--- src/sv/cpfv_pkg.sv ---
// shared types, constants and mod-11 helpers for the cpf check digit validator
// no dependencies; imported by every module of the block
package cpfv_pkg;

  localparam int unsigned FIFO_DEPTH = 4;
  localparam int unsigned PTR_W      = $clog2(FIFO_DEPTH);
  localparam int unsigned CNT_W      = PTR_W + 1;

  localparam logic [7:0] ASCII_ZERO = 8'h30;
  localparam logic [7:0] ASCII_NINE = 8'h39;

  localparam logic [3:0] CPF_DIGITS     = 4'd11;
  localparam logic [3:0] COUNT_SAT      = 4'd12;
  localparam logic [3:0] FIRST_CHK_POS  = 4'd9;
  localparam logic [3:0] SECOND_CHK_POS = 4'd10;
  localparam logic [3:0] FIRST_WT_BASE  = 4'd10;
  localparam logic [3:0] SECOND_WT_BASE = 4'd11;
  localparam logic [4:0] MOD_ELEVEN     = 5'd11;
  localparam logic [3:0] LOW_REM_LIMIT  = 4'd2;

  typedef struct packed {
    logic       is_digit;
    logic [3:0] digit;
    logic       last;
  } item_t;

  // (digit * weight) mod 11 for every 4-bit digit/weight pair, 4 bits per entry
  function automatic logic [1023:0] build_mul_mod_tab();
    logic [1023:0] tab;
    tab = '0;
    for (int i = 0; i < 256; i++) begin
      tab[i*4 +: 4] = 4'(((i / 16) * (i % 16)) % 11);
    end
    return tab;
  endfunction

  localparam logic [1023:0] MUL_MOD_TAB = build_mul_mod_tab();

  function automatic logic [3:0] mul_mod11(logic [3:0] d, logic [3:0] w);
    logic [9:0] idx;
    idx = {d, w, 2'b00};
    return MUL_MOD_TAB[idx +: 4];
  endfunction

  // both operands already below 11, so one conditional subtract suffices
  function automatic logic [3:0] add_mod11(logic [3:0] a, logic [3:0] b);
    logic [4:0] s;
    s = {1'b0, a} + {1'b0, b};
    if (s >= MOD_ELEVEN) begin
      s = s - MOD_ELEVEN;
    end
    return s[3:0];
  endfunction

  function automatic logic [3:0] expected_check(logic [3:0] r);
    logic [3:0] c;
    if (r < LOW_REM_LIMIT) begin
      c = 4'd0;
    end else begin
      c = SECOND_WT_BASE - r;
    end
    return c;
  endfunction

endpackage

--- src/sv/cpfv_front.sv ---
// front end: accepts characters, decodes ascii digits, drops items with no effect
// depends on cpfv_pkg (item_t, ascii constants)
module cpfv_front import cpfv_pkg::*; (
  input  logic [7:0] ch_i,
  input  logic       has_char_i,
  input  logic       last_i,
  input  logic       in_valid_i,
  output logic       in_stall_o,
  input  logic       q_full_i,
  output logic       q_push_o,
  output item_t      q_item_o
);

  logic is_digit;

  assign is_digit = has_char_i && (ch_i >= ASCII_ZERO) && (ch_i <= ASCII_NINE);

  assign q_item_o.is_digit = is_digit;
  // ascii '0'..'9' carry their value in the low nibble
  assign q_item_o.digit    = ch_i[3:0];
  assign q_item_o.last     = last_i;

  assign in_stall_o = q_full_i;
  // a non-digit that does not end the string changes nothing
  assign q_push_o   = in_valid_i && !q_full_i && (is_digit || last_i);

endmodule

--- src/sv/cpfv_fifo.sv ---
// short register queue between front and back ends
// depends on cpfv_pkg (item_t, FIFO_DEPTH)
module cpfv_fifo import cpfv_pkg::*; (
  input  logic  clk_i,
  input  logic  rst_ni,
  input  logic  push_i,
  input  item_t push_item_i,
  output logic  full_o,
  input  logic  pop_i,
  output item_t head_o,
  output logic  empty_o
);

  item_t            mem_q [FIFO_DEPTH];
  logic [PTR_W-1:0] wr_ptr_q, wr_ptr_d;
  logic [PTR_W-1:0] rd_ptr_q, rd_ptr_d;
  logic [CNT_W-1:0] count_q, count_d;

  assign full_o  = (count_q == CNT_W'(FIFO_DEPTH));
  assign empty_o = (count_q == '0);
  assign head_o  = mem_q[rd_ptr_q];

  always_comb begin
    wr_ptr_d = push_i ? wr_ptr_q + 1'b1 : wr_ptr_q;
    rd_ptr_d = pop_i ? rd_ptr_q + 1'b1 : rd_ptr_q;
    count_d  = count_q + CNT_W'(push_i) - CNT_W'(pop_i);
  end

  always_ff @(posedge clk_i or negedge rst_ni) begin
    if (!rst_ni) begin
      wr_ptr_q <= '0;
      rd_ptr_q <= '0;
      count_q  <= '0;
    end else begin
      wr_ptr_q <= wr_ptr_d;
      rd_ptr_q <= rd_ptr_d;
      count_q  <= count_d;
    end
  end

  always_ff @(posedge clk_i) begin
    if (push_i) begin
      mem_q[wr_ptr_q] <= push_item_i;
    end
  end

endmodule

--- src/sv/cpfv_back.sv ---
// back end: per-digit accumulate of mod-11 residues, final check, output register
// depends on cpfv_pkg (item_t, mod-11 helpers)
module cpfv_back import cpfv_pkg::*; (
  input  logic  clk_i,
  input  logic  rst_ni,
  input  logic  q_empty_i,
  input  item_t q_head_i,
  output logic  q_pop_o,
  output logic  valid_res_o,
  output logic  out_valid_o,
  input  logic  out_stall_i
);

  logic [3:0] count_q, count_d;
  logic [3:0] rem1_q, rem1_d;
  logic [3:0] rem2_q, rem2_d;
  logic [3:0] lead_q, lead_d;
  logic       same_q, same_d;
  logic [3:0] chk1_q, chk1_d;
  logic [3:0] chk2_q, chk2_d;
  logic       out_valid_q, out_valid_d;
  logic       res_q, res_d;

  logic       out_free;
  logic [3:0] d;
  logic [3:0] pos;
  logic [3:0] n_count, n_rem1, n_rem2, n_lead, n_chk1, n_chk2;
  logic       n_same;
  logic       ok;

  assign out_free = !out_valid_q || !out_stall_i;
  assign q_pop_o  = !q_empty_i && (!q_head_i.last || out_free);
  assign d        = q_head_i.digit;
  assign pos      = count_q;

  // state after taking the head item's digit, if it carries one
  always_comb begin
    n_count = count_q;
    n_rem1  = rem1_q;
    n_rem2  = rem2_q;
    n_lead  = lead_q;
    n_same  = same_q;
    n_chk1  = chk1_q;
    n_chk2  = chk2_q;
    if (q_head_i.is_digit) begin
      if (pos == '0) begin
        n_lead = d;
      end else if (d != lead_q) begin
        n_same = 1'b0;
      end
      if (pos < FIRST_CHK_POS) begin
        n_rem1 = add_mod11(rem1_q, mul_mod11(d, FIRST_WT_BASE - pos));
      end
      if (pos < SECOND_CHK_POS) begin
        n_rem2 = add_mod11(rem2_q, mul_mod11(d, SECOND_WT_BASE - pos));
      end
      if (pos == FIRST_CHK_POS) begin
        n_chk1 = d;
      end
      if (pos == SECOND_CHK_POS) begin
        n_chk2 = d;
      end
      if (count_q < COUNT_SAT) begin
        n_count = count_q + 4'd1;
      end
    end
  end

  assign ok = (n_count == CPF_DIGITS) && !n_same &&
              (expected_check(n_rem1) == n_chk1) &&
              (expected_check(n_rem2) == n_chk2);

  always_comb begin
    count_d     = count_q;
    rem1_d      = rem1_q;
    rem2_d      = rem2_q;
    lead_d      = lead_q;
    same_d      = same_q;
    chk1_d      = chk1_q;
    chk2_d      = chk2_q;
    out_valid_d = out_valid_q && out_stall_i;
    res_d       = res_q;
    if (q_pop_o) begin
      if (q_head_i.last) begin
        out_valid_d = 1'b1;
        res_d       = ok;
        // string done, start the next one clean
        count_d     = '0;
        rem1_d      = '0;
        rem2_d      = '0;
        lead_d      = '0;
        same_d      = 1'b1;
        chk1_d      = '0;
        chk2_d      = '0;
      end else begin
        count_d = n_count;
        rem1_d  = n_rem1;
        rem2_d  = n_rem2;
        lead_d  = n_lead;
        same_d  = n_same;
        chk1_d  = n_chk1;
        chk2_d  = n_chk2;
      end
    end
  end

  always_ff @(posedge clk_i or negedge rst_ni) begin
    if (!rst_ni) begin
      count_q     <= '0;
      rem1_q      <= '0;
      rem2_q      <= '0;
      lead_q      <= '0;
      same_q      <= 1'b1;
      chk1_q      <= '0;
      chk2_q      <= '0;
      out_valid_q <= 1'b0;
    end else begin
      count_q     <= count_d;
      rem1_q      <= rem1_d;
      rem2_q      <= rem2_d;
      lead_q      <= lead_d;
      same_q      <= same_d;
      chk1_q      <= chk1_d;
      chk2_q      <= chk2_d;
      out_valid_q <= out_valid_d;
    end
  end

  always_ff @(posedge clk_i) begin
    res_q <= res_d;
  end

  assign out_valid_o = out_valid_q;
  assign valid_res_o = res_q;

endmodule

--- src/sv/cpf_check_digit_validator_top.sv ---
// cpf check digit validator: takes a string one character per transfer and
// returns one pass/fail bit for each string.
// input channel: ch_i, has_char_i, last_i with in_valid_i / in_stall_o.
//   characters other than ascii '0'..'9' are ignored; has_char_i low means the
//   transfer carries no character (an empty string is one such transfer with last_i).
// output channel: valid_res_o with out_valid_o / out_stall_i, one transfer per
//   string, issued for the transfer that carries last_i.
// throughput: one character per cycle sustained; the front end decodes and pushes
//   into a 4-entry queue, the back end pops one entry per cycle and folds the digit
//   into two mod-11 residues through a constant table, unless a held result stalls.
// result path: the last_i item is queued, then popped into the output register.
// receiver stall: the result is held in the output register; characters keep
//   flowing until the back end meets the next last item and the queue fills,
//   then in_stall_o rises.
// reset: rst_ni low clears queue, string state and output valid.
// depends on cpfv_pkg, cpfv_front, cpfv_fifo, cpfv_back
module cpf_check_digit_validator_top import cpfv_pkg::*; (
  input  logic       clk_i,
  input  logic       rst_ni,
  input  logic [7:0] ch_i,
  input  logic       has_char_i,
  input  logic       last_i,
  input  logic       in_valid_i,
  output logic       in_stall_o,
  output logic       valid_res_o,
  output logic       out_valid_o,
  input  logic       out_stall_i
);

  logic  q_push, q_pop, q_full, q_empty;
  item_t q_item, q_head;

  cpfv_front u_front (
    .ch_i       (ch_i),
    .has_char_i (has_char_i),
    .last_i     (last_i),
    .in_valid_i (in_valid_i),
    .in_stall_o (in_stall_o),
    .q_full_i   (q_full),
    .q_push_o   (q_push),
    .q_item_o   (q_item)
  );

  cpfv_fifo u_fifo (
    .clk_i       (clk_i),
    .rst_ni      (rst_ni),
    .push_i      (q_push),
    .push_item_i (q_item),
    .full_o      (q_full),
    .pop_i       (q_pop),
    .head_o      (q_head),
    .empty_o     (q_empty)
  );

  cpfv_back u_back (
    .clk_i       (clk_i),
    .rst_ni      (rst_ni),
    .q_empty_i   (q_empty),
    .q_head_i    (q_head),
    .q_pop_o     (q_pop),
    .valid_res_o (valid_res_o),
    .out_valid_o (out_valid_o),
    .out_stall_i (out_stall_i)
  );

endmodule

--- config.mk ---
export PLATFORM = sky130hd
export DESIGN_NAME = cpf_check_digit_validator_top
export DESIGN_NICKNAME = d
export VERILOG_FILES = /design/src/sv/cpfv_pkg.sv /design/src/sv/cpfv_front.sv /design/src/sv/cpfv_fifo.sv /design/src/sv/cpfv_back.sv /design/src/sv/cpf_check_digit_validator_top.sv
export SDC_FILE = /design/constraint.sdc
export NUM_CORES = 1
export LEC_CHECK = 0
export ABC_AREA = 1
export BUFFER_PORTS_ARGS = -buffer_cell sky130_fd_sc_hd__buf_4
export CAP_MARGIN = 10
export CORE_MARGIN = 3
export CORE_UTILIZATION = 58
export DETAILED_ROUTE_END_ITERATION = 8
export PLACE_DENSITY_LB_ADDON = 0.2
export SYNTH_ARGS = -nofsm -noshare
export SYNTH_HDL_FRONTEND = slang
export SYNTH_SLANG_ARGS = --single-unit
export TNS_END_PERCENT = 20
--- constraint.sdc ---
create_clock -name clk_i -period 5 [get_ports clk_i]
set_input_delay 1 -clock clk_i [delete_from_list [all_inputs] [get_ports clk_i]]
set_output_delay 1 -clock clk_i [all_outputs]
set_load 0.005 [all_outputs]
==> impl_table.tex, run 1 <==
\begin{tabular}{lr}
\hline
Metric & Value \\
\hline
\multicolumn{2}{l}{\textbf{Worst hold path}} \\
Number of instances on the worst hold path & 2 \\
Startpoint of the most critical hold path & u\_back.chk1\_q[3]\$\_DFFE\_PN0P\_ \\
Min-delay worst type & reg -> reg \\
\multicolumn{2}{l}{\textbf{Global route}} \\
Global-route wire length before repair & 25900 µm \\
Number of antenna violations at the first check in global routing & 0 \\
Overall Global Routing Usage & between 30\% and 40\% \\
Pin count of the biggest net entering global routing & 34 \\
Via count of the first global-routing pass & $\sim$5300 \\
Global route overflow & 0 \\
\multicolumn{2}{l}{\textbf{Critical path}} \\
Worst stage delay on the critical path & a little under 0.5 ns \\
Classification of the worst setup path & reg -> reg \\
Cell class contributing the biggest share of worst-path delay & simple AND/OR/NAND/NOR gates \\
Data required, critical path & between 5 and 6 ns \\
Launch point of the worst path & u\_back.count\_q[1]\$\_DFFE\_PN0P\_ \\
CP max-delay cell & sky130\_fd\_sc\_hd\_\_fa\_1 \\
Critical path depth in cells & 35 \\
Arrival time of data at the critical path endpoint & between 5 and 6 ns \\
Launch instance of the worst register-to-register path & u\_back.count\_q[1]\$\_DFFE\_PN0P\_ \\
Count of buffer and inverter cells on the critical path & 7 \\
Type of element capturing the critical path & register \\
Nature of the critical path startpoint & register \\
Worst-path fanout max & 7 \\
Length in cells of the worst reg-to-reg path & 35 \\
Most Frequent Cell on Critical Path & sky130\_fd\_sc\_hd\_\_nand2\_1 \\
\multicolumn{2}{l}{\textbf{Floorplanning}} \\
Starting density of the core & between 60\% and 70\% \\
Full die area & roughly 11000 µm² \\
Vertical die dimension & between 100 and 150 µm \\
Top-level port count & 17 \\
Number of placement rows & 34 \\
Floorplan die width & about 100 µm \\
Placeable core area & between 8000 and 9000 µm² \\
\multicolumn{2}{l}{\textbf{STA}} \\
Worst rel slew slack & approximately 43\% \\
Final number of setup-violating endpoints & 0 \\
Worst hold slack after final layout & just under 0.5 ns \\
Fin crit share & between 90\% and 100\% \\
Number of pins exceeding their max-slew limit in the final report & 0 \\
Worst clock skew & $\sim$0.013 ns \\
Final period demand of the worst path & a little under 5 ns \\
Transition time of the tightest slew-check pin & approximately 0.85 ns \\
Achievable clock frequency & between 200 and 250 MHz \\
Final-report hold violation count & 0 \\
\multicolumn{2}{l}{\textbf{Clocking}} \\
Clock tree from TritonCTS & yes \\
Source-to-sink clock delay at the later pin of the worst-skew pair & 0.35 ns \\
Number of buffers created by CTS & 9 \\
Worst-path clk slew & $\sim$0.08 ns \\
CTS root buf & sky130\_fd\_sc\_hd\_\_clkbuf\_8 \\
Buffer levels on the longest clock path & 2 \\
Hold-fix buffers, CTS & 0 \\
Clock sink count & 58 \\
CTS HTree Levels & 3 \\
\multicolumn{2}{l}{\textbf{Yosys}} \\
Post-synth design cell area & between 5000 and 6000 µm² \\
Number of enable flip-flop cells after synthesis & 25 \\
Sequential-to-total area share from yosys stat & between 20 and 30\% \\
Xor-xnor portion of the synthesized cell area & under 10\% \\
Syn avg cell area & between 7 and 8 µm² \\
Most frequent cell after synthesis & sky130\_fd\_sc\_hd\_\_nand2\_1 \\
Cells taking the most area after synthesis & sky130\_fd\_sc\_hd\_\_dfrtp\_1, sky130\_fd\_sc\_hd\_\_edfxtp\_1, sky130\_fd\_sc\_hd\_\_nand2\_1 \\
Post-Syn Nets & 824 \\
Number of distinct library cells after synthesis & between 50 and 60 \\
Synth cell count leaders & sky130\_fd\_sc\_hd\_\_nand2\_1, sky130\_fd\_sc\_hd\_\_inv\_1, sky130\_fd\_sc\_hd\_\_o21ai\_0, sky130\_fd\_sc\_hd\_\_nor2\_1, sky130\_fd\_sc\_hd\_\_nand3\_1 \\
Cell type with the highest aggregate area in the netlist & sky130\_fd\_sc\_hd\_\_dfrtp\_1 \\
Proportion of netlist area held by the largest area contributor & 14.8\% \\
Proportion of synthesized area in mux cells & 0\% \\
Synthesized instance count & a little under 800 \\
Fraction of registers with async set/reset & between 50\% and 60\% \\
Number of flip-flops and latches in the synthesized netlist & a little under 60 \\
Adder-cell area share of the yosys netlist & $\sim$8.9\% \\
Simple-gate share of the synthesized area & between 20 and 30\% \\
Synth Warn \# & 0 \\
Dominant combinational cell family by area after synthesis & simple AND/OR/NAND/NOR gates \\
Compound-Gate Fraction of Synth Area & 21.2\% \\
Leading register cell type out of synthesis & sky130\_fd\_sc\_hd\_\_dfrtp\_1 \\
\multicolumn{2}{l}{\textbf{Routing}} \\
Violation count after the first detailed-route iteration & between 600 and 700 \\
Total Wirelength & around 17000 µm \\
DRT Pass-1 Iters & 6 \\
Count of vias placed by the detailed router & 5720 \\
WL/cell & 17.8 µm \\
DRC & 0 \\
Routed Antenna Nets & 0 \\
Detail-routed via count per cell & roughly 6.1 \\
\multicolumn{2}{l}{\textbf{Cells and area}} \\
Antenna cells & 0 \\
Core Util, Final & 71.7\% \\
Final Net Count & between 800 and 900 \\
Filler Cell Count & roughly 710 \\
Area Overhead vs Synth & 17.5\% \\
Fraction of layout cells with a size suffix above 1 & between 20\% and 30\% \\
\multicolumn{2}{l}{\textbf{Job}} \\
Number of max-cap violations & 0 \\
\multicolumn{2}{l}{\textbf{Place}} \\
Number of input and output port buffers inserted & 16 \\
Final weighted congestion in routability-driven placement & $\sim$1.1 \\
HPWL after detailed placement & 12200 µm \\
\multicolumn{2}{l}{\textbf{Run status}} \\
Outcome & finished clean \\
\hline
\end{tabular}
==> state kept, by name (all words and copies together) (netlist names) <==
signal and cells:
u_back.valid_res_o 1, u_fifo.count_q 3, u_back.rem2_q 4, u_back.same_q 1, u_back.out_valid_o 1, u_back.lead_q 4, u_back.count_q 4, u_fifo.wr_ptr_q 2
u_back.chk1_q 4, u_back.rem1_q 4, u_fifo.rd_ptr_q 2, u_back.chk2_q 4, u_fifo.mem_q 24
==> final timing paths <==
path	endpoint	slack, ns
max	u_back.valid_res_o$_DFFE_PP_	0.17
min	u_back.chk1_q[3]$_DFFE_PN0P_	0.50
max reg2reg	u_back.valid_res_o$_DFFE_PP_	0.17
min reg2reg	u_back.chk1_q[3]$_DFFE_PN0P_	0.50
max in group asynchronous	u_back.same_q$_DFFE_PN1P_	4.04
min in group asynchronous	u_back.count_q[0]$_DFFE_PN0P_	0.60
==> layer usage <==
metal	routed length, µm	up-vias	global-route usage [%]
met5	0	-	0
met4	596	0	12.7
met3	1410	59	3.79
met2	8010	308	52.0
met1	6790	2637	42.5
li1	-	2716	-
==> tightest hold or removal path, delay by kind of cell, from the launching register on <==
family	cells	cell delay (ns)
compound gates	1	0.06
flops	1	0.34
simple gates	1	0.05
==> cells by family (layout without fill, tap and decap cells) <==
kind of cell             count (synthesis)  after routing
AND/OR/NAND/NOR                        339            339
AO/OA/AOI/OAI                          189            189
buffers and inverters                  137            199
flip-flops                              58             58
adder cells (fa/ha/maj)                 37             37
XOR/XNOR                                13             13
==> metrics by stage <==
step	cell area (µm²)	setup slack, ns	std cells	setup TNS, ns
finish	6370	0.167	943	0
detailed placement	5760	-0.00387	901	-0.00387
global placement	5760	0.0282	901	0
floorplan	5430	0.340	773	0
CTS	5980	0.0392	917	0
global route	6370	-0.160	943	-0.160
==> timing repair <==
item / 4_1_cts / 5_1_grt
pin swaps: 0 / 21
buffers inserted: 0 / 26
endpoints found under the hold margin: 0 / 0
setup endpoints to repair: 1 / 1
resized for setup: 3 / 70
==> final cells by class <==
cell class	count	area, µm²	share of cell area [%]
flip-flops and latches	58	1580	24.8
repair buffers	74	576	9.03
multi-input cells	578	3440	53.9
clock inverters	6	62.6	0.981
well taps	108	135	2.12
clock buffers	10	149	2.34
inverters	109	434	6.81
==> layout by cell type (no fill, tap or decap), drive strengths merged, types with 4 or more instances in the layout <==
| master | count |
|---|---|
| a21oi | 38 |
| o21a | 6 |
| dfrtp | 32 |
| o21ai | 81 |
| ha | 34 |
| nor3 | 5 |
| nand3 | 68 |
| nor2 | 73 |
| o221ai | 7 |
| nand4 | 4 |
| edfxtp | 25 |
| o22ai | 19 |
| clkinv | 5 |
| inv | 106 |
| buf | 73 |
| a22oi | 4 |
| o31ai | 5 |
| clkbuf | 11 |
| xor2 | 11 |
| or2 | 5 |
| nand2 | 182 |
| o211ai | 16 |
| a31oi | 4 |
Power of run 1 is left out: the tool's default activity adds up to more than one toggle a clock period on the data nets, which glitch-free logic cannot reach.
==> inputs of run 2 (changes only) <==
--- a/config.mk
+++ b/config.mk
@@ -5,11 +5,12 @@
 export SDC_FILE = /design/constraint.sdc
 export NUM_CORES = 1
 export LEC_CHECK = 0
-export ABC_AREA = 1
 export BUFFER_PORTS_ARGS = -buffer_cell sky130_fd_sc_hd__buf_4
 export CAP_MARGIN = 10
+export CELL_PAD_IN_SITES_DETAIL_PLACEMENT = 1
+export CELL_PAD_IN_SITES_GLOBAL_PLACEMENT = 1
 export CORE_MARGIN = 3
-export CORE_UTILIZATION = 58
+export CORE_UTILIZATION = 44
 export DETAILED_ROUTE_END_ITERATION = 8
 export PLACE_DENSITY_LB_ADDON = 0.2
 export SYNTH_ARGS = -nofsm -noshare
==> run 2 against run 1 <==
  * The flow now finishes with violations (setup timing)
  * Area after synthesis decreased by 2.0%
  * Largest cell class unchanged
  * Final area increased by 16%
  * Sequential share of layout area decreased by 3.4 points
  * Via count increased by 4.8%
==> impl_table.tex, run 2 <==
\begin{tabular}{lr}
\hline
Metric & Value \\
\hline
\multicolumn{2}{l}{\textbf{Yosys}} \\
Xor-xnor portion of the synthesized cell area & under 10\% \\
Leading register cell type out of synthesis & sky130\_fd\_sc\_hd\_\_dfrtp\_1 \\
Syn avg cell area & about 8.4 µm² \\
Simple-gate share of the synthesized area & approximately 18\% \\
Synth cell count leaders & sky130\_fd\_sc\_hd\_\_o21ai\_0, sky130\_fd\_sc\_hd\_\_nand2\_1, sky130\_fd\_sc\_hd\_\_nor2\_1, sky130\_fd\_sc\_hd\_\_a21oi\_1, sky130\_fd\_sc\_hd\_\_clkbuf\_1 \\
Fraction of registers with async set/reset & 56.9\% \\
Cells taking the most area after synthesis & sky130\_fd\_sc\_hd\_\_dfrtp\_1, sky130\_fd\_sc\_hd\_\_edfxtp\_1, sky130\_fd\_sc\_hd\_\_ha\_1 \\
Cell type with the highest aggregate area in the netlist & sky130\_fd\_sc\_hd\_\_dfrtp\_1 \\
Post-Syn Nets & about 700 \\
Synth Warn \# & 0 \\
Most frequent cell after synthesis & sky130\_fd\_sc\_hd\_\_o21ai\_0 \\
Number of enable flip-flop cells after synthesis & 25 \\
Post-synth design cell area & approximately 5300 µm² \\
Sequential-to-total area share from yosys stat & about 30\% \\
Proportion of synthesized area in mux cells & slightly below 9\% \\
Adder-cell area share of the yosys netlist & 9.32\% \\
Number of flip-flops and latches in the synthesized netlist & 58 \\
Synthesized instance count & 630 \\
Number of distinct library cells after synthesis & approximately 70 \\
Dominant combinational cell family by area after synthesis & compound AO/OA/AOI/OAI gates \\
Proportion of netlist area held by the largest area contributor & between 10\% and 20\% \\
Compound-Gate Fraction of Synth Area & approximately a quarter \\
\multicolumn{2}{l}{\textbf{Critical path}} \\
Data required, critical path & 5.10 ns \\
Critical register-to-register path endpoint & u\_back.valid\_res\_o\$\_DFFE\_PP\_ \\
Arrival time of data at the critical path endpoint & about 5.5 ns \\
Register-to-register setup slack & -0.39 ns \\
Worst-path fanout max & 11 \\
Type of element capturing the critical path & register \\
Launch instance of the worst register-to-register path & u\_back.count\_q[2]\$\_DFFE\_PN0P\_ \\
Launch point of the worst path & u\_back.count\_q[2]\$\_DFFE\_PN0P\_ \\
Nature of the critical path startpoint & register \\
Timing endpoint of the critical path & u\_back.valid\_res\_o\$\_DFFE\_PP\_ \\
Length in cells of the worst reg-to-reg path & 23 \\
Classification of the worst setup path & reg -> reg \\
\multicolumn{2}{l}{\textbf{Clocking}} \\
Worst-path clk slew & 0.06 ns \\
CTS root buf & sky130\_fd\_sc\_hd\_\_clkbuf\_16 \\
Clock tree from TritonCTS & yes \\
Buffer levels on the longest clock path & 2 \\
Number of buffers created by CTS & 9 \\
Clock sink count & between 50 and 60 \\
Source-to-sink clock delay at the later pin of the worst-skew pair & between 0.3 and 0.4 ns \\
CTS HTree Levels & 3 \\
\multicolumn{2}{l}{\textbf{Floorplanning}} \\
Top-level port count & 17 \\
Full die area & between 10000 and 15000 µm² \\
Number of placement rows & 39 \\
Vertical die dimension & 116 µm \\
Placeable core area & 11600 µm² \\
Starting density of the core & a little under half \\
Floorplan die width & 116 µm \\
\multicolumn{2}{l}{\textbf{Global route}} \\
Global-route wire length before repair & about 35000 µm \\
Pin count of the biggest net entering global routing & 38 \\
Overall Global Routing Usage & 33.6\% \\
Via count of the first global-routing pass & 6363 \\
Number of antenna violations at the first check in global routing & 0 \\
Global route overflow & 0 \\
\multicolumn{2}{l}{\textbf{Cells and area}} \\
Top library cells by usage in the layout, fill and taps aside & sky130\_fd\_sc\_hd\_\_buf\_4, sky130\_fd\_sc\_hd\_\_nand2\_1, sky130\_fd\_sc\_hd\_\_o21ai\_0 \\
Filler Cell Count & 1299 \\
Antenna cells & 0 \\
Fraction of layout cells with a size suffix above 1 & around 36\% \\
Number of standard cells in the final layout excluding fillers & 893 \\
Largest register FFs & 24 \\
Most common cell after layout, fill and taps aside & sky130\_fd\_sc\_hd\_\_buf\_4 \\
Area Overhead vs Synth & 39.3\% \\
Final Net Count & between 700 and 800 \\
Register with the most flip-flops & u\_fifo.mem\_q \\
\multicolumn{2}{l}{\textbf{STA}} \\
Worst rel slew slack & about 40\% \\
Final period demand of the worst path & 5.39 ns \\
Number of pins exceeding their max-slew limit in the final report & 0 \\
Transition time of the tightest slew-check pin & 0.897 ns \\
Final number of setup-violating endpoints & 1 \\
Worst clock skew & between 0.01 and 0.015 ns \\
Fin crit share & 108\% \\
Final-report hold violation count & 0 \\
Unrepaired setup endpoints after global routing & true \\
Achievable clock frequency & 185 MHz \\
Worst Slack Setup Final & -0.394 ns \\
\multicolumn{2}{l}{\textbf{Routing}} \\
WL met2 & between 10000 and 15000 µm \\
Met1 WL & roughly 8700 µm \\
Highest metal layer with signal wires & met4 \\
Routed Antenna Nets & 0 \\
DRT Pass-1 Iters & 5 \\
WL/cell & between 20 and 30 µm \\
Count of vias placed by the detailed router & roughly 6000 \\
DRC & 0 \\
Total Wirelength & around 23000 µm \\
Routed length on met3 & around 1400 µm \\
Violation count after the first detailed-route iteration & approximately 520 \\
Detail-routed via count per cell & around 6.7 \\
\multicolumn{2}{l}{\textbf{Run status}} \\
Outcome & complete, but fails checks \\
Violated checks & setup timing \\
\multicolumn{2}{l}{\textbf{Worst hold path}} \\
Min-delay worst type & reg -> reg \\
\multicolumn{2}{l}{\textbf{Place}} \\
Number of input and output port buffers inserted & 16 \\
Final weighted congestion in routability-driven placement & around 0.9 \\
Number of placed instances with taps included & $\sim$850 \\
HPWL after detailed placement & 14000 µm \\
\multicolumn{2}{l}{\textbf{Job}} \\
Number of max-cap violations & 0 \\
\hline
\end{tabular}
## run 2: timing repair
action                                  CTS  global route
cloned                                    1             0
buffers inserted                         17             6
endpoints found under the setup margin    1             1
hold buffers                              0             0
resized for setup                        79            47
pin swaps                                27            26
## run 2: cells by family after synthesis
group,count (synthesis)
AOI/OAI and AO/OA,209
muxes,39
and+or+nand+nor,199
DFF,58
adders and majority gates,38
buffers and inverters,66
xor gates and xnor gates,21
## run 2: how the worst min path moves through the flow
stage | from | to | slack, ns | cells past startpoint
floorplan | u_fifo.count_q[2]$_DFF_PN0_ | u_fifo.count_q[2]$_DFF_PN0_ | 0.46 | 1
global placement | u_back.chk2_q[1]$_DFFE_PN0P_ | u_back.chk2_q[1]$_DFFE_PN0P_ | 0.47 | 1
detailed placement | u_back.chk2_q[2]$_DFFE_PN0P_ | u_back.chk2_q[2]$_DFFE_PN0P_ | 0.48 | 1
CTS | u_back.chk2_q[2]$_DFFE_PN0P_ | u_back.chk2_q[2]$_DFFE_PN0P_ | 0.49 | 1
global route | u_back.chk2_q[2]$_DFFE_PN0P_ | u_back.chk2_q[2]$_DFFE_PN0P_ | 0.52 | 1
finish | u_fifo.count_q[2]$_DFF_PN0_ | u_fifo.count_q[2]$_DFF_PN0_ | 0.50 | 1
## run 2: area by class of cell
type                            count  area (µm²)  share of cell area (%)
Clock buffer                       13         303                    4.09
Clock inverter                      3        40.0                   0.540
Inverter                           23         110                    1.49
Multi-Input combinational cell    507        4030                    54.3
Sequential cell                    58        1580                    21.4
Tap cell                          143         179                    2.42
Timing Repair Buffer              146        1170                    15.8
## run 2: stage by stage
step	setup WS [ns]	hold WS, ns	cell area [µm²]	utilization (%)	TNS, ns
after detailed placement	-0.614	0.480	6370	54.8	-0.614
final	-0.394	0.499	7410	63.8	-0.394
after global routing	-0.531	0.522	7410	63.8	-0.531
after floorplan	-0.0401	0.460	5450	-	-0.0401
after global placement	-0.381	0.473	6370	54.8	-0.381
after CTS	-0.239	0.493	7170	61.8	-0.239
## run 2: per-layer routing
metal / vias to the layer above / track usage [%]
met5: - / 0
met4: 0 / 19.3
met3: 114 / 6.53
met2: 283 / 58.5
met1: 3006 / 38.3
li1: 2590 / -
## run 2: critical path, stage by stage (launching register included)
cell                         delay, ns
sky130_fd_sc_hd__dfrtp_2          0.43
sky130_fd_sc_hd__clkinvlp_4       0.14
sky130_fd_sc_hd__ha_4             0.37
sky130_fd_sc_hd__buf_12           0.16
sky130_fd_sc_hd__buf_4            0.16
sky130_fd_sc_hd__a21oi_1          0.06
sky130_fd_sc_hd__a31oi_1          0.31
sky130_fd_sc_hd__mux2i_1          0.17
sky130_fd_sc_hd__a2bb2oi_1        0.20
sky130_fd_sc_hd__nor2_1           0.07
sky130_fd_sc_hd__a21oi_1          0.14
sky130_fd_sc_hd__o21ai_0          0.12
sky130_fd_sc_hd__ha_1             0.42
sky130_fd_sc_hd__nor2b_1          0.20
sky130_fd_sc_hd__o21ai_0          0.33
sky130_fd_sc_hd__a211oi_1         0.16
sky130_fd_sc_hd__a21oi_1          0.19
sky130_fd_sc_hd__nor2_1           0.09
sky130_fd_sc_hd__a21oi_1          0.33
sky130_fd_sc_hd__ha_2             0.38
sky130_fd_sc_hd__nand3_1          0.10
sky130_fd_sc_hd__nor2_1           0.09
sky130_fd_sc_hd__nor4_4           0.32
sky130_fd_sc_hd__and4bb_1         0.22
Power of run 2 is left out for the same reason.
==> inputs of run 3 (changes only) <==
--- a/config.mk
+++ b/config.mk
@@ -5,12 +5,13 @@
 export SDC_FILE = /design/constraint.sdc
 export NUM_CORES = 1
 export LEC_CHECK = 0
+export ABC_AREA = 1
 export BUFFER_PORTS_ARGS = -buffer_cell sky130_fd_sc_hd__buf_4
 export CAP_MARGIN = 10
 export CELL_PAD_IN_SITES_DETAIL_PLACEMENT = 1
 export CELL_PAD_IN_SITES_GLOBAL_PLACEMENT = 1
 export CORE_MARGIN = 3
-export CORE_UTILIZATION = 44
+export CORE_UTILIZATION = 42
 export DETAILED_ROUTE_END_ITERATION = 8
 export PLACE_DENSITY_LB_ADDON = 0.2
 export SYNTH_ARGS = -nofsm -noshare
==> run 3 against run 2 <==
  * The flow now finishes without violations
  * Worst setup slack gained 0.64 ns
  * Final area down 11%
  * Critical path depth is 7 higher
  * Global-route usage decreased by 6.4 points
  * Sequential share of layout area increased by 2.7 points
  * Clock skew fell by 0.0029 ns
  * Clock-buffer cell count is 4 lower
  * Largest cell class unchanged
  * Cell count grew 13%
  * Worst hold slack gained 0.0039 ns
  * Die area up 6.5%
  * Via count decreased by 2.9%
==> impl_table.tex, run 3 (synthesized netlist as in run 1, its figures left out) <==
\begin{tabular}{lr}
\hline
Metric & Value \\
\hline
\multicolumn{2}{l}{\textbf{Worst hold path}} \\
Startpoint of the most critical hold path & u\_back.chk1\_q[3]\$\_DFFE\_PN0P\_ \\
Endpoint of the worst hold-timing path & u\_back.chk1\_q[3]\$\_DFFE\_PN0P\_ \\
Number of instances on the worst hold path & 2 \\
Min-delay worst type & reg -> reg \\
\multicolumn{2}{l}{\textbf{Cells and area}} \\
Top library cells by usage in the layout, fill and taps aside & sky130\_fd\_sc\_hd\_\_nand2\_1, sky130\_fd\_sc\_hd\_\_inv\_1, sky130\_fd\_sc\_hd\_\_buf\_4 \\
Register with the most flip-flops & u\_fifo.mem\_q \\
Largest register FFs & 24 \\
Most common cell after layout, fill and taps aside & sky130\_fd\_sc\_hd\_\_nand2\_1 \\
Filler Cell Count & about 1600 \\
Area Overhead vs Synth & 21.2\% \\
Final Net Count & 885 \\
Fraction of layout cells with a size suffix above 1 & 22.1\% \\
Number of standard cells in the final layout excluding fillers & approximately 1000 \\
Antenna cells & 0 \\
\multicolumn{2}{l}{\textbf{Routing}} \\
Count of vias placed by the detailed router & $\sim$5800 \\
DRC & 0 \\
WL/cell & roughly 20 µm \\
Routed Antenna Nets & 0 \\
Violation count after the first detailed-route iteration & about 450 \\
DRT Pass-1 Iters & 5 \\
Total Wirelength & between 15000 and 20000 µm \\
Detail-routed via count per cell & between 5 and 6 \\
\multicolumn{2}{l}{\textbf{Global route}} \\
Global-route wire length before repair & $\sim$31000 µm \\
Overall Global Routing Usage & a little over a quarter \\
Number of antenna violations at the first check in global routing & 0 \\
Via count of the first global-routing pass & roughly 6000 \\
Global route overflow & 0 \\
Pin count of the biggest net entering global routing & 34 \\
\multicolumn{2}{l}{\textbf{Critical path}} \\
Classification of the worst setup path & reg -> reg \\
Length in cells of the worst reg-to-reg path & 30 \\
Worst-path fanout max & 10 \\
Data required, critical path & roughly 5.2 ns \\
Nature of the critical path startpoint & register \\
Critical path depth in cells & 30 \\
Arrival time of data at the critical path endpoint & roughly 5 ns \\
Launch instance of the worst register-to-register path & u\_back.count\_q[2]\$\_DFFE\_PN0P\_ \\
Critical register-to-register path endpoint & u\_back.valid\_res\_o\$\_DFFE\_PP\_ \\
Register-to-register setup slack & 0.25 ns \\
Worst stage delay on the critical path & 0.56 ns \\
Count of buffer and inverter cells on the critical path & 6 \\
Most Frequent Cell on Critical Path & sky130\_fd\_sc\_hd\_\_nand2\_1 \\
Cell class contributing the biggest share of worst-path delay & simple AND/OR/NAND/NOR gates \\
CP max-delay cell & sky130\_fd\_sc\_hd\_\_fa\_1 \\
Type of element capturing the critical path & register \\
\multicolumn{2}{l}{\textbf{Run status}} \\
Outcome & finished clean \\
\multicolumn{2}{l}{\textbf{STA}} \\
Final number of setup-violating endpoints & 0 \\
Fin crit share & between 90 and 100\% \\
Worst rel slew slack & between 40\% and 50\% \\
Final-report hold violation count & 0 \\
Final period demand of the worst path & approximately 4.7 ns \\
Transition time of the tightest slew-check pin & around 0.75 ns \\
Worst clock skew & about 0.0075 ns \\
Achievable clock frequency & about 210 MHz \\
Number of pins exceeding their max-slew limit in the final report & 0 \\
\multicolumn{2}{l}{\textbf{Floorplanning}} \\
Vertical die dimension & approximately 120 µm \\
Starting density of the core & between 40 and 50\% \\
Top-level port count & 17 \\
Placeable core area & 12300 µm² \\
Number of placement rows & 40 \\
Floorplan die width & about 120 µm \\
Full die area & around 14000 µm² \\
\multicolumn{2}{l}{\textbf{Place}} \\
Final weighted congestion in routability-driven placement & between 0.9 and 1 \\
HPWL after detailed placement & 14700 µm \\
Number of input and output port buffers inserted & 16 \\
Number of placed instances with taps included & 966 \\
\multicolumn{2}{l}{\textbf{Clocking}} \\
CTS HTree Levels & 3 \\
Source-to-sink clock delay at the later pin of the worst-skew pair & 0.33 ns \\
Worst-path clk slew & about 0.060 ns \\
Number of buffers created by CTS & 9 \\
Clock tree from TritonCTS & yes \\
Buffer levels on the longest clock path & 2 \\
CTS root buf & sky130\_fd\_sc\_hd\_\_clkbuf\_16 \\
Clock sink count & 58 \\
\multicolumn{2}{l}{\textbf{Job}} \\
Number of max-cap violations & 0 \\
\hline
\end{tabular}
==> run 3: timing repair <==
| action | 4_1_cts | 5_1_grt |
|---|---|---|
| hold buffers | 0 | 0 |
| cloned | 0 | 1 |
| setup endpoints to repair | 1 | 1 |
| pin swaps | 0 | 17 |
| buffers inserted | 2 | 22 |
| resized for setup | 10 | 68 |
==> run 3: worst max-delay path by stage <==
stage	slack (ns)	to	startpoint
floorplan	0.34	u_back.valid_res_o$_DFFE_PP_	u_back.count_q[2]$_DFFE_PN0P_
global placement	-0.14	u_back.valid_res_o$_DFFE_PP_	u_back.count_q[1]$_DFFE_PN0P_
detailed placement	-0.22	u_back.valid_res_o$_DFFE_PP_	u_back.count_q[1]$_DFFE_PN0P_
CTS	0.002	u_back.valid_res_o$_DFFE_PP_	u_back.count_q[0]$_DFFE_PN0P_
global route	-0.1	u_back.valid_res_o$_DFFE_PP_	u_back.count_q[1]$_DFFE_PN0P_
finish	0.25	u_back.valid_res_o$_DFFE_PP_	u_back.count_q[2]$_DFFE_PN0P_
==> run 3: final cells by class <==
class | count | area [µm²] | area share, %
clock inverter | 7 | 60.1 | 0.913
sequential | 58 | 1580 | 24.0
multi-input combinational | 578 | 3470 | 52.7
tap | 168 | 210 | 3.20
clock buffer | 9 | 225 | 3.42
timing repair buffer | 78 | 606 | 9.21
inverter | 109 | 425 | 6.47
==> run 3: metal layers <==
layer	vias up	wire, µm	track usage, %
li1	2733	-	-
met1	2896	8650	34.8
met2	154	10100	48.3
met3	38	712	3.39
met4	0	421	7.52
met5	-	0	0
==> run 3: worst register-to-register path, delay by kind of cell, from the launching register on <==
kind / cells / cell delay, ns
adder cells (fa/ha/maj): 3 / 0.95
buffers and inverters: 6 / 0.60
flip-flops: 1 / 0.45
AND/OR/NAND/NOR: 18 / 2.18
AO/OA/AOI/OAI: 3 / 0.42
==> run 3: through the flow <==
step	util (%)	hold WS [ns]	setup TNS, ns	worst slack (ns)	cell area (µm²)
2_1_floorplan	-	0.448	0	0.340	5430
3_3_place_gp	47.7	0.465	-0.139	-0.139	5870
3_5_place_dp	47.7	0.482	-0.216	-0.216	5870
4_1_cts	50.4	0.501	0	0.00160	6210
5_1_grt	53.4	0.521	-0.0971	-0.0971	6580
6_report	53.4	0.503	0	0.251	6580
Power of run 3 is left out for the same reason.
